===== src/bee_pkg.sv =====
// Shared types and constants for the bandwidth EMA estimator.
// No dependencies; imported by every module of the block except bee_addsub.
`default_nettype none
package bee_pkg;

  localparam int EST_W      = 48;   // width of the reported estimate
  localparam int ALPHA_BITS = 16;   // smoothing factor is Q0.16
  localparam int CFG_ADDR_W = 4;
  localparam int CFG_DATA_W = 64;

  localparam logic [ALPHA_BITS-1:0] ALPHA_DEFAULT = 16'd6554;  // about 0.1
  localparam logic [63:0]           INIT_RATE_INT = 64'd1000000000;

  // register select is paddr bit 3 (8-byte spacing)
  localparam logic REG_SMOOTHING = 1'b0;
  localparam logic REG_INIT      = 1'b1;

  typedef enum logic [2:0] {
    S_IDLE,
    S_DIV,
    S_DIFF,
    S_MUL,
    S_FIN,
    S_DONE
  } bee_state_t;

  typedef struct packed {
    logic [EST_W-1:0] estimate;
    logic             accepted;
    logic             primed_flag;
  } bee_result_t;

endpackage
`default_nettype wire


===== src/bandwidth_ema_estimator_unit.sv =====
// Top level of the bandwidth EMA estimator: stream ports, APB registers,
// output register. Depends on bee_pkg, bee_cfg_regs and bee_core.
`default_nettype none
// Bandwidth estimator. Each input word carries a byte count and an elapsed
// time count; the block turns them into a rate (bytes << FRAC_BITS) /
// elapsed, truncated, and folds it into an exponential moving average with
// weight smoothing_factor (Q0.16). The first good sample loads the average
// directly; until then every result reports initial_estimate. A word with a
// zero byte count or zero elapsed count is rejected: it still yields one
// result word, carrying the current estimate with accepted = 0. A rejected
// word skips the arithmetic and goes straight to its result; the first good
// word runs the divide and loads the average directly; later good words run
// the divide, the subtract, the multiply and the final add. All of it runs on
// one shared adder: one restoring-divide step per cycle for the rate, one
// subtract for sample minus estimate, 16 shift-add steps for the alpha
// multiply and one final add. in_tready is high only while the sequencer
// is idle; the result sits in an output register, so a new word can be
// taken while the previous result waits on out_tready. Registers (64-bit
// APB data, pready always high): 0x0 smoothing_factor, 0x8 initial_estimate;
// writing zero to either selects its default (about 0.1, and 1e9 in Q.16).
// Write registers only while the block is idle.
module bandwidth_ema_estimator_unit #(
  parameter int FRAC_BITS   = 16,
  parameter int COUNT_WIDTH = 32
) (
  input  wire                                 clk,
  input  wire                                 rst_n,
  // input stream
  input  wire                                 in_tvalid,
  output logic                                in_tready,
  // [COUNT_WIDTH-1:0] byte_count, [2*COUNT_WIDTH-1:COUNT_WIDTH] elapsed
  input  wire [((2*COUNT_WIDTH+7)/8)*8-1:0]   in_tdata,
  // result stream
  output logic                                out_tvalid,
  input  wire                                 out_tready,
  // [47:0] estimate
  output logic [bee_pkg::EST_W-1:0]           out_tdata,
  // [0] accepted, [1] primed_flag
  output logic [1:0]                          out_tuser,
  // configuration
  input  wire                                 psel,
  input  wire                                 penable,
  input  wire                                 pwrite,
  input  wire [bee_pkg::CFG_ADDR_W-1:0]       paddr,
  input  wire [bee_pkg::CFG_DATA_W-1:0]       pwdata,
  output logic [bee_pkg::CFG_DATA_W-1:0]      prdata,
  output logic                                pready
);
  import bee_pkg::*;

  localparam logic [63:0] INIT_WIDE = INIT_RATE_INT << FRAC_BITS;
  localparam logic [EST_W-1:0] INIT_DEFAULT = INIT_WIDE[EST_W-1:0];

  logic [ALPHA_BITS-1:0] alpha_eff;
  logic [EST_W-1:0]      init_eff;
  logic                  res_valid, res_ready;
  bee_result_t           res;

  logic                  out_valid_r, out_valid_nxt;
  bee_result_t           out_word_r, out_word_nxt;

  assign pready = 1'b1;

  bee_cfg_regs #(.INIT_DEFAULT(INIT_DEFAULT)) u_cfg (
    .clk       (clk),
    .rst_n     (rst_n),
    .psel      (psel),
    .penable   (penable),
    .pwrite    (pwrite),
    .paddr     (paddr),
    .pwdata    (pwdata),
    .prdata    (prdata),
    .alpha_eff (alpha_eff),
    .init_eff  (init_eff)
  );

  bee_core #(
    .FRAC_BITS   (FRAC_BITS),
    .COUNT_WIDTH (COUNT_WIDTH)
  ) u_core (
    .clk        (clk),
    .rst_n      (rst_n),
    .in_valid   (in_tvalid),
    .in_ready   (in_tready),
    .byte_count (in_tdata[COUNT_WIDTH-1:0]),
    .elapsed    (in_tdata[2*COUNT_WIDTH-1:COUNT_WIDTH]),
    .alpha_eff  (alpha_eff),
    .init_eff   (init_eff),
    .res_valid  (res_valid),
    .res_ready  (res_ready),
    .res        (res)
  );

  // output register: load when empty or being drained this cycle
  assign res_ready = !out_valid_r || out_tready;

  always_comb begin
    out_valid_nxt = out_valid_r;
    out_word_nxt  = out_word_r;
    if (out_valid_r && out_tready) out_valid_nxt = 1'b0;
    if (res_valid && res_ready) begin
      out_valid_nxt = 1'b1;
      out_word_nxt  = res;
    end
  end

  always_ff @(posedge clk) begin
    if (!rst_n) begin
      out_valid_r <= 1'b0;
    end else begin
      out_valid_r <= out_valid_nxt;
    end
  end

  always_ff @(posedge clk) begin
    out_word_r <= out_word_nxt;
  end

  assign out_tvalid = out_valid_r;
  assign out_tdata  = out_word_r.estimate;
  assign out_tuser  = {out_word_r.primed_flag, out_word_r.accepted};

endmodule
`default_nettype wire


===== src/bee_cfg_regs.sv =====
// APB-style register file: smoothing factor and initial estimate.
// Depends on bee_pkg.
`default_nettype none
module bee_cfg_regs #(
  parameter logic [47:0] INIT_DEFAULT = 48'd65536000000000
) (
  input  wire                            clk,
  input  wire                            rst_n,
  input  wire                            psel,
  input  wire                            penable,
  input  wire                            pwrite,
  input  wire [bee_pkg::CFG_ADDR_W-1:0]  paddr,
  input  wire [bee_pkg::CFG_DATA_W-1:0]  pwdata,
  output logic [bee_pkg::CFG_DATA_W-1:0] prdata,
  output logic [bee_pkg::ALPHA_BITS-1:0] alpha_eff,
  output logic [bee_pkg::EST_W-1:0]      init_eff
);
  import bee_pkg::*;

  logic [ALPHA_BITS-1:0] alpha_r, alpha_nxt;
  logic [EST_W-1:0]      init_r, init_nxt;
  logic                  wr_en;

  assign wr_en = psel & penable & pwrite;

  always_comb begin
    alpha_nxt = alpha_r;
    init_nxt  = init_r;
    if (wr_en) begin
      case (paddr[3])
        REG_SMOOTHING: alpha_nxt = pwdata[ALPHA_BITS-1:0];
        REG_INIT:      init_nxt  = pwdata[EST_W-1:0];
        default: ;
      endcase
    end
  end

  always_ff @(posedge clk) begin
    if (!rst_n) begin
      alpha_r <= ALPHA_DEFAULT;
      init_r  <= INIT_DEFAULT;
    end else begin
      alpha_r <= alpha_nxt;
      init_r  <= init_nxt;
    end
  end

  always_comb begin
    case (paddr[3])
      REG_SMOOTHING: prdata = CFG_DATA_W'(alpha_r);
      REG_INIT:      prdata = CFG_DATA_W'(init_r);
      default:       prdata = '0;
    endcase
  end

  // zero written means "use the default"
  assign alpha_eff = (alpha_r == '0) ? ALPHA_DEFAULT : alpha_r;
  assign init_eff  = (init_r == '0) ? INIT_DEFAULT : init_r;

endmodule
`default_nettype wire


===== src/bee_addsub.sv =====
// Shared signed adder/subtractor used by every arithmetic step.
// No dependencies.
`default_nettype none
module bee_addsub #(
  parameter int W = 66
) (
  input  wire signed [W-1:0]  x,
  input  wire signed [W-1:0]  y,
  input  wire                 sub,
  output logic signed [W-1:0] sum
);
  logic signed [W-1:0] y_eff;

  assign y_eff = sub ? ~y : y;
  assign sum   = x + y_eff + W'(sub);

endmodule
`default_nettype wire


===== src/bee_core.sv =====
// Sequencer and datapath: restoring divide, then EMA blend, on one adder.
// Depends on bee_pkg and bee_addsub.
`default_nettype none
module bee_core #(
  parameter int FRAC_BITS   = 16,
  parameter int COUNT_WIDTH = 32
) (
  input  wire                         clk,
  input  wire                         rst_n,
  input  wire                         in_valid,
  output logic                        in_ready,
  input  wire [COUNT_WIDTH-1:0]       byte_count,
  input  wire [COUNT_WIDTH-1:0]       elapsed,
  input  wire [bee_pkg::ALPHA_BITS-1:0] alpha_eff,
  input  wire [bee_pkg::EST_W-1:0]    init_eff,
  output logic                        res_valid,
  input  wire                         res_ready,
  output bee_pkg::bee_result_t        res
);
  import bee_pkg::*;

  localparam int RATE_W = COUNT_WIDTH + FRAC_BITS;
  localparam int ACC_W  = RATE_W + 18;
  localparam int CNT_W  = $clog2(RATE_W);
  localparam int EXT_W  = (RATE_W > EST_W) ? RATE_W : EST_W;

  bee_state_t state_r, state_nxt;

  logic [CNT_W-1:0]       cnt_r, cnt_nxt;
  logic [RATE_W-1:0]      q_r, q_nxt;          // dividend in, quotient out
  logic [COUNT_WIDTH-1:0] rem_r, rem_nxt;
  logic [COUNT_WIDTH-1:0] dvs_r, dvs_nxt;
  logic [RATE_W-1:0]      est_r, est_nxt;
  logic                   primed_r, primed_nxt;
  logic                   ok_r, ok_nxt;
  logic [ALPHA_BITS-1:0]  alpha_r, alpha_nxt;
  logic signed [ACC_W-1:0] d_r, d_nxt;         // sample - estimate
  logic signed [ACC_W-1:0] acc_r, acc_nxt;     // alpha * d

  logic signed [ACC_W-1:0] alu_x, alu_y, alu_sum;
  logic                    alu_sub;
  logic [COUNT_WIDTH:0]    rem_sh;
  logic [EXT_W-1:0]        est_ext;

  bee_addsub #(.W(ACC_W)) u_alu (
    .x   (alu_x),
    .y   (alu_y),
    .sub (alu_sub),
    .sum (alu_sum)
  );

  assign rem_sh = {rem_r, q_r[RATE_W-1]};

  always_comb begin
    state_nxt  = state_r;
    cnt_nxt    = cnt_r;
    q_nxt      = q_r;
    rem_nxt    = rem_r;
    dvs_nxt    = dvs_r;
    est_nxt    = est_r;
    primed_nxt = primed_r;
    ok_nxt     = ok_r;
    alpha_nxt  = alpha_r;
    d_nxt      = d_r;
    acc_nxt    = acc_r;
    alu_x      = '0;
    alu_y      = '0;
    alu_sub    = 1'b0;
    in_ready   = 1'b0;
    res_valid  = 1'b0;

    case (state_r)
      S_IDLE: begin
        in_ready = 1'b1;
        if (in_valid) begin
          q_nxt   = {byte_count, FRAC_BITS'(0)};
          rem_nxt = '0;
          dvs_nxt = elapsed;
          cnt_nxt = '0;
          ok_nxt  = (byte_count != '0) && (elapsed != '0);
          state_nxt = ((byte_count != '0) && (elapsed != '0)) ? S_DIV : S_DONE;
        end
      end
      S_DIV: begin
        alu_x   = ACC_W'(rem_sh);
        alu_y   = ACC_W'(dvs_r);
        alu_sub = 1'b1;
        if (!alu_sum[ACC_W-1]) begin
          rem_nxt = alu_sum[COUNT_WIDTH-1:0];
          q_nxt   = {q_r[RATE_W-2:0], 1'b1};
        end else begin
          rem_nxt = rem_sh[COUNT_WIDTH-1:0];
          q_nxt   = {q_r[RATE_W-2:0], 1'b0};
        end
        cnt_nxt = cnt_r + 1'b1;
        if (cnt_r == CNT_W'(RATE_W - 1)) state_nxt = S_DIFF;
      end
      S_DIFF: begin
        alu_x   = ACC_W'(q_r);
        alu_y   = ACC_W'(est_r);
        alu_sub = 1'b1;
        if (!primed_r) begin
          est_nxt    = q_r;
          primed_nxt = 1'b1;
          state_nxt  = S_DONE;
        end else begin
          d_nxt     = alu_sum;
          acc_nxt   = '0;
          alpha_nxt = alpha_eff;
          cnt_nxt   = '0;
          state_nxt = S_MUL;
        end
      end
      S_MUL: begin
        // Horner, alpha MSB first
        alu_x     = acc_r <<< 1;
        alu_y     = alpha_r[ALPHA_BITS-1] ? d_r : '0;
        acc_nxt   = alu_sum;
        alpha_nxt = {alpha_r[ALPHA_BITS-2:0], 1'b0};
        cnt_nxt   = cnt_r + 1'b1;
        if (cnt_r == CNT_W'(ALPHA_BITS - 1)) state_nxt = S_FIN;
      end
      S_FIN: begin
        // est + floor(alpha*d / 2^16) == floor((a*s + (1-a)*e) / 2^16)
        alu_x     = ACC_W'(est_r);
        alu_y     = acc_r >>> ALPHA_BITS;
        est_nxt   = alu_sum[RATE_W-1:0];
        state_nxt = S_DONE;
      end
      S_DONE: begin
        res_valid = 1'b1;
        if (res_ready) state_nxt = S_IDLE;
      end
      default: state_nxt = S_IDLE;
    endcase
  end

  always_ff @(posedge clk) begin
    if (!rst_n) begin
      state_r  <= S_IDLE;
      primed_r <= 1'b0;
      est_r    <= '0;
    end else begin
      state_r  <= state_nxt;
      primed_r <= primed_nxt;
      est_r    <= est_nxt;
    end
  end

  always_ff @(posedge clk) begin
    cnt_r   <= cnt_nxt;
    q_r     <= q_nxt;
    rem_r   <= rem_nxt;
    dvs_r   <= dvs_nxt;
    ok_r    <= ok_nxt;
    alpha_r <= alpha_nxt;
    d_r     <= d_nxt;
    acc_r   <= acc_nxt;
  end

  assign est_ext          = EXT_W'(est_r);
  assign res.estimate     = primed_r ? est_ext[EST_W-1:0] : init_eff;
  assign res.accepted     = ok_r;
  assign res.primed_flag  = primed_r;

endmodule
`default_nettype wire

===== config.mk =====
export PLATFORM = sky130hd
export DESIGN_NAME = bandwidth_ema_estimator_unit
export DESIGN_NICKNAME = d
export VERILOG_FILES = /design/src/bee_pkg.sv /design/src/bandwidth_ema_estimator_unit.sv /design/src/bee_cfg_regs.sv /design/src/bee_addsub.sv /design/src/bee_core.sv
export SDC_FILE = /design/constraint.sdc
export NUM_CORES = 1
export LEC_CHECK = 0
export ABC_AREA = 1
export BUFFER_PORTS_ARGS = -buffer_cell sky130_fd_sc_hd__buf_2
export CAP_MARGIN = 20
export CELL_PAD_IN_SITES_DETAIL_PLACEMENT = 0
export CELL_PAD_IN_SITES_GLOBAL_PLACEMENT = 2
export CORE_ASPECT_RATIO = 0.5
export CORE_MARGIN = 3
export CORE_UTILIZATION = 30
export CTS_CLUSTER_DIAMETER = 30
export DETAILED_ROUTE_END_ITERATION = 7
export HOLD_SLACK_MARGIN = 0.12
export MAX_ROUTING_LAYER = met4
export PLACE_DENSITY_LB_ADDON = 0.1
export SLEW_MARGIN = 20
export SYNTH_ARGS = -nofsm -noshare
export SYNTH_HDL_FRONTEND = slang
export SYNTH_SLANG_ARGS = --single-unit

===== constraint.sdc =====
create_clock -name clk -period 8.8 [get_ports clk]
set_input_delay 0.88 -clock clk [delete_from_list [all_inputs] [get_ports clk]]
set_output_delay 0.88 -clock clk [all_outputs]
set_load 0.01 [all_outputs]

* Word level (Yosys, flattened, before mapping) *
Cells that the tools add are included.

operators by class
  $add $sub $neg = 3
  equality and inequality tests = 13
  muxes and demuxes = 35
  bitwise logic cells = 4
  reduce and logical (&&, ||, !) cells = 26

operators with widths
  operator             count
  $pmux 66 s4          2
  $mux 66              3
  $mux 48              4
  $pmux 48 s2          2
  $pmux 66 s2          1
  $pmux 64 s2          1
  $add 66x1->66        1
  $add 66x66->66       1
  $not 66->66          1
  $mux 32              2
  $pmux 32 s2          1
  $reduce_bool 32->1   2
  $logic_not 48->1     1
  $mux 16              2
  $pmux 16 s2          1
  $mux 3               6
  $pmux 3 s6           1
  $pmux 6 s3           1
  $logic_not 16->1     1
  $reduce_and 2->1     7
  $mux 6               2
  $reduce_bool 2->1    4
  $add 6x1->6 const B  1
  $eq 3x2->1 const B   2
  other kinds (17)     31

storage, ports and cells
  flip-flop bits (word level) = 434
  bits of input ports = 139
  output and inout bits = 117

* Depth between registers and ports, before layout *
  word-level depth = 8
  mapped depth = 28
  depth with buffers taken out = 24

* Hierarchy *
From an unflattened synthesis, not the netlist that was laid out.

unflattened totals
  cell total of the unflattened synthesis = 3504
  area, all modules = 26095.0 um^2

modules (own cells, without submodules)
  module                        instances  cells each  area an instance (um^2)  seq. area each (um^2)
  bee_core                      1          1677        15068.2                  9058.7
  bee_addsub                    1          1248        6185.9                   0.0
  bee_cfg_regs                  1          520         3276.9                   1281.2
  bandwidth_ema_estimator_unit  1          59          1564.0                   1521.5

* Least setup slack after synthesis *
No wires, ideal clock.

  kind = reg-to-reg
  start = register u_core.state_r[1]
  end = register u_core.q_r[0], enable pin
  arrival time = 6.604 ns
  data required time = 8.171 ns
  path slack = 1.567 ns
  stages on the path, launching flop included = 7
  path buffers = 1
  cell sequence = dfxtp_1 > buf_2 > nor2_2 > inv_1 > nor2_1 > inv_1 > o21ai_0

on the way
  longest elaborated chain between the ends = 3
  elaborated cells between the ends (all ways) = 5

ends and longest elaborated chain
  element                                                                  line             source
  start: declaration                                                       bee_core.sv:27   bee_state_t state_r, state_nxt;
  start signal: assignment                                                 bee_core.sv:144  state_r <= state_nxt;
  $eq 3x1->1 / $logic_not 3->1 (equally long branches)                     bee_core.sv:72   case (state_r)
  $reduce_bool 2->1 (no source line) / $ne 2x2->1 (equally long branches)  n/a
  $reduce_and 2->1 (no source line) (*)                                    n/a
  end signal: assignment                                                   bee_core.sv:152  q_r <= q_nxt;
  end: declaration                                                         bee_core.sv:30   logic [RATE_W-1:0] q_r, q_nxt;

Mark *: on every way between the ends. The rest lies on a longest branch, timed or not.
A chain may end at the register's enable or synchronous reset.

* Worst setup path in the final report *
  start = register u_core.state_r[1]
  end = register u_core.acc_r[51], data pin

on the way
  longest elaborated chain between the ends = 7
  elaborated cells between the ends (all ways) = 13

ends and longest elaborated chain
  element                                                line                              source
  $eq 3x3->1, or another cell as far along               bee_core.sv:72
  $pmux 66 s4 / $reduce_or 2->1 (equally long branches)  n/a
  $not 66->66 / $mux 1 (equally long branches)           bee_addsub.sv:14, bee_core.sv:72
  $mux 66                                                bee_addsub.sv:14                  assign y_eff = sub ? ~y : y;
  $add 66x66->66                                         bee_addsub.sv:15                  assign sum = x + y_eff + W'(sub);
  $add 66x1->66                                          bee_addsub.sv:15
  $pmux 66 s2 (*)                                        bee_core.sv:72
  end signal: assignment                                 bee_core.sv:158                   acc_r <= acc_nxt;
  end: declaration                                       bee_core.sv:38                    logic signed [ACC_W-1:0] acc_r, acc_nxt;

Marks and branches as above.

==> results by group <==
Outcome
  • Outcome: finished clean

Timing
  • Final setup viols: 0
  • Setup TNS: 0 ns
  • Clk_skew: 0.0496 ns
  • Endpoints failing hold: 0
  • Fin crit share: between 60% and 70%
  • Max_slew headroom: around 29%
  • Worst Max-Slew Pin Slew: approximately 1.1 ns
  • Setup repair after global routing missed its margin: no
  • Max frequency: 0.163 GHz
  • Final max-slew violation count: 0
  • Min cycle time layout: 6.13 ns
  • Setup ws final: approximately 2.7 ns

Worst setup path
  • Worst setup EP type: flop
  • Worst r2r src: u_core.state_r[1]
  • Worst Reg-to-Reg Cells: 18
  • Critical path peak fanout: 40
  • Reg2reg end: u_core.acc_r[51]
  • Worst reg-to-reg setup slack: 2.67 ns
  • CP Launch Type: flop
  • Crit path DAT: approximately 6.5 ns
  • Critical path class: flop to flop
  • CP required: about 9.2 ns
  • CP startpoint: u_core.state_r[1]

Cells and area
  • Most frequent cells in the layout: nand2_1, inv_1, edfxtp_1
  • Finished Cell Area: ~30000 um^2
  • Share of cells above drive strength 1: 14.9%
  • Nets: between 3000 and 4000
  • Commonest non-fill, non-tap cell in the layout: nand2_1
  • Synth-to-layout area growth: 22.5%

GRT
  • GRT Residual Overflow: 0
  • Global-route wire length before repair: 146 mm
  • Antenna violations before repair: 2
  • Pin count of the biggest net entering global routing: between 80 and 90
  • Vias in the first global route: 21100
  • GRT Resource Usage Total: around a quarter

Logic synthesis
  • Synth warnings: 0
  • Syn Std Cell Area: ~24000 um^2
  • Synth Area per Inst: 8.23 um^2
  • Post-Syn Instances: between 2000 and 3000
  • Sequential fraction of the synthesis area: 48.7%
  • Count of cell types in the netlist: 56
  • Synth Register Bits: between 400 and 500
  • Main flop type after synthesis: edfxtp_1
  • Async S/R FF share, synth: 0%
  • EDFF count, synth: 317

Min path
  • Hold depth: 1
  • Worst Hold Class: input port to flop
  • Worst Min Path Start: in_tdata[36]
  • Hold Path End: u_core.dvs_r[4]

CTS
  • H-tree Lvls: 3
  • Clock tree sinks: 434
  • Hold Buf Count CTS: 0
  • Num CTS Buffers: 90
  • Clock transition at the registers of the reported paths: approximately 0.060 ns
  • Resized cells post-CTS: 0
  • Clock buffer depth: 3
  • # Post-CTS Setup Buffers: 0
  • CTS tree: yes
  • Clock latency on the worst-skew pair: between 0.6 and 0.7 ns
  • Root Buffer: clkbuf_16

Placement
  • Routability cong.: a little over 0.9
  • Final HPWL DP: between 70 and 80 mm
  • Post-Place Worst Slack: 2.79 ns
  • IO Port Bufs: ~220
  • Area post-placement: between 20000 and 30000 um^2

Route
  • Wire per inst: 23.5 um
  • Drt pass-1 iters: 7
  • DRT Wirelength: 102 mm
  • Vias: 22200
  • Drt first-iter violations: 2073
  • DRC: 0
  • Via density: 5.11
  • Routed Antenna Nets: 0

Die
  • Die ar.: roughly 85000 um^2
  • Rows: 73
  • DIE HEIGHT: just over 200 um
  • Die width: roughly 410 um
  • IO Count: about 260
  • Initial Utilization: a little under a third
  • Core Box Area: 79900 um^2

Power
  • Leak pwr: between 10 and 15 nW
  • Worst ir drop on vdd: approximately 0.14 mV
  • Power per cell area: 290 nW/um^2
  • Total power: 0.00866 W

Job
  • Max-cap violations: 0
-- registers in the layout, summed over array words and instances, names as in the netlist --
signal,flops
u_cfg.alpha_r,16
u_core.primed_r,1
u_core.rem_r,32
u_core.alpha_r,16
u_cfg.init_r,48
out_tuser,2
u_core.dvs_r,32
u_core.q_r,48
u_core.ok_r,1
out_tvalid,1
u_core.est_ext,48
u_core.d_r,66
u_core.cnt_r,6
u_core.acc_r,66
out_tdata,48
u_core.state_r,3
-- stage by stage --
| stage | cells | hold slack (ns) | utilization, % |
|---|---|---|---|
| after floorplan | 2973 | 0.400 | - |
| after global placement | 4160 | 0.404 | 33.2 |
| after detailed placement | 4161 | 0.419 | 33.2 |
| after CTS | 4329 | 0.329 | 37.3 |
| after global routing | 4331 | 0.350 | 37.3 |
| final | 4332 | 0.388 | 37.3 |
-- worst max-delay path by stage --
stage	to	slack, ns
after floorplan	u_core.q_r[0]	1.57
after global placement	u_core.acc_r[48]	2.82
after detailed placement	u_core.rem_r[23]	2.79
after CTS	u_core.rem_r[29]	2.76
after global routing	u_core.rem_r[27]	2.26
final	u_core.acc_r[51]	2.67
-- cell families (layout without fill, tap and decap cells) --
group / count (synthesis) / count (layout) / share of synthesized area (%)
xor+xnor: 69 / 69 / 2.48
buf+inv: 539 / 808 / 8.77
other cells: 2 / 20 / 0.0308
flops: 434 / 434 / 48.7
simple gates: 1104 / 1104 / 18.5
fa+ha+maj: 66 / 66 / 3.42
compound gates: 744 / 744 / 18.1
-- critical path: stages, from the launching register on --
cell and delay, ns:
dfxtp_1 0.52, nand2_2 0.11, nor2_4 0.08, buf_4 0.47, inv_4 0.28, nor2_4 0.76
buf_12 0.34, a221oi_1 0.14, xor2_1 0.18, ha_1 0.36, a21oi_1 0.20, o21ai_0 0.18
a21oi_1 0.40, o21ai_0 0.16, a21oi_1 0.62, o21bai_1 0.38, a21o_1 0.28, xnor2_1 0.23
nor2_1 0.06
-- power by group --
group          switching (W)  total, W  internal [W]  leakage, nW
clock                0.00129   0.00363       0.00234         1.56
combinational        0.00171   0.00237      0.000660         6.71
sequential          0.000124   0.00266       0.00254         3.94
total                0.00312   0.00866       0.00554         12.2
-- cell usage after synthesis, types with 24 or more instances --
cell | count | area share [%]
nand2_1 | 662 | 10
inv_1 | 377 | 5.8
edfxtp_1 | 317 | 39
a21oi_1 | 277 | 5.7
nor2_1 | 267 | 4.1
o21ai_0 | 266 | 5.5
dfxtp_1 | 117 | 9.6
clkbuf_1 | 99 | 1.5
nand3_1 | 69 | 1.4
ha_1 | 65 | 3.3
xor2_1 | 48 | 1.7
a31oi_1 | 33 | 0.85
a221oi_1 | 30 | 1.1
o221ai_1 | 30 | 1.1
o2111ai_1 | 28 | 1.0
nand4_1 | 27 | 0.69
nor4_1 | 24 | 0.62
-- layer usage --
metal  global-route usage, %  part of all wire [%]
met3                    5.08                   6.8
met1                    35.3                    50
met2                    33.5                    41
met4                    5.50                   1.7
met5                       -                     0
-- cell type report --
type                            count  area [um^2]
Antenna cell                        3         7.51
Clock buffer                      110         2480
Timing Repair Buffer              252         1400
Sequential cell                   434        11900
Tap cell                         1087         1360
Inverter                          388         1460
Fill cell                        8426        50100
Multi-Input combinational cell   2000        10500
Clock inverter                     58          768
(Power assumes the default switching activity.)
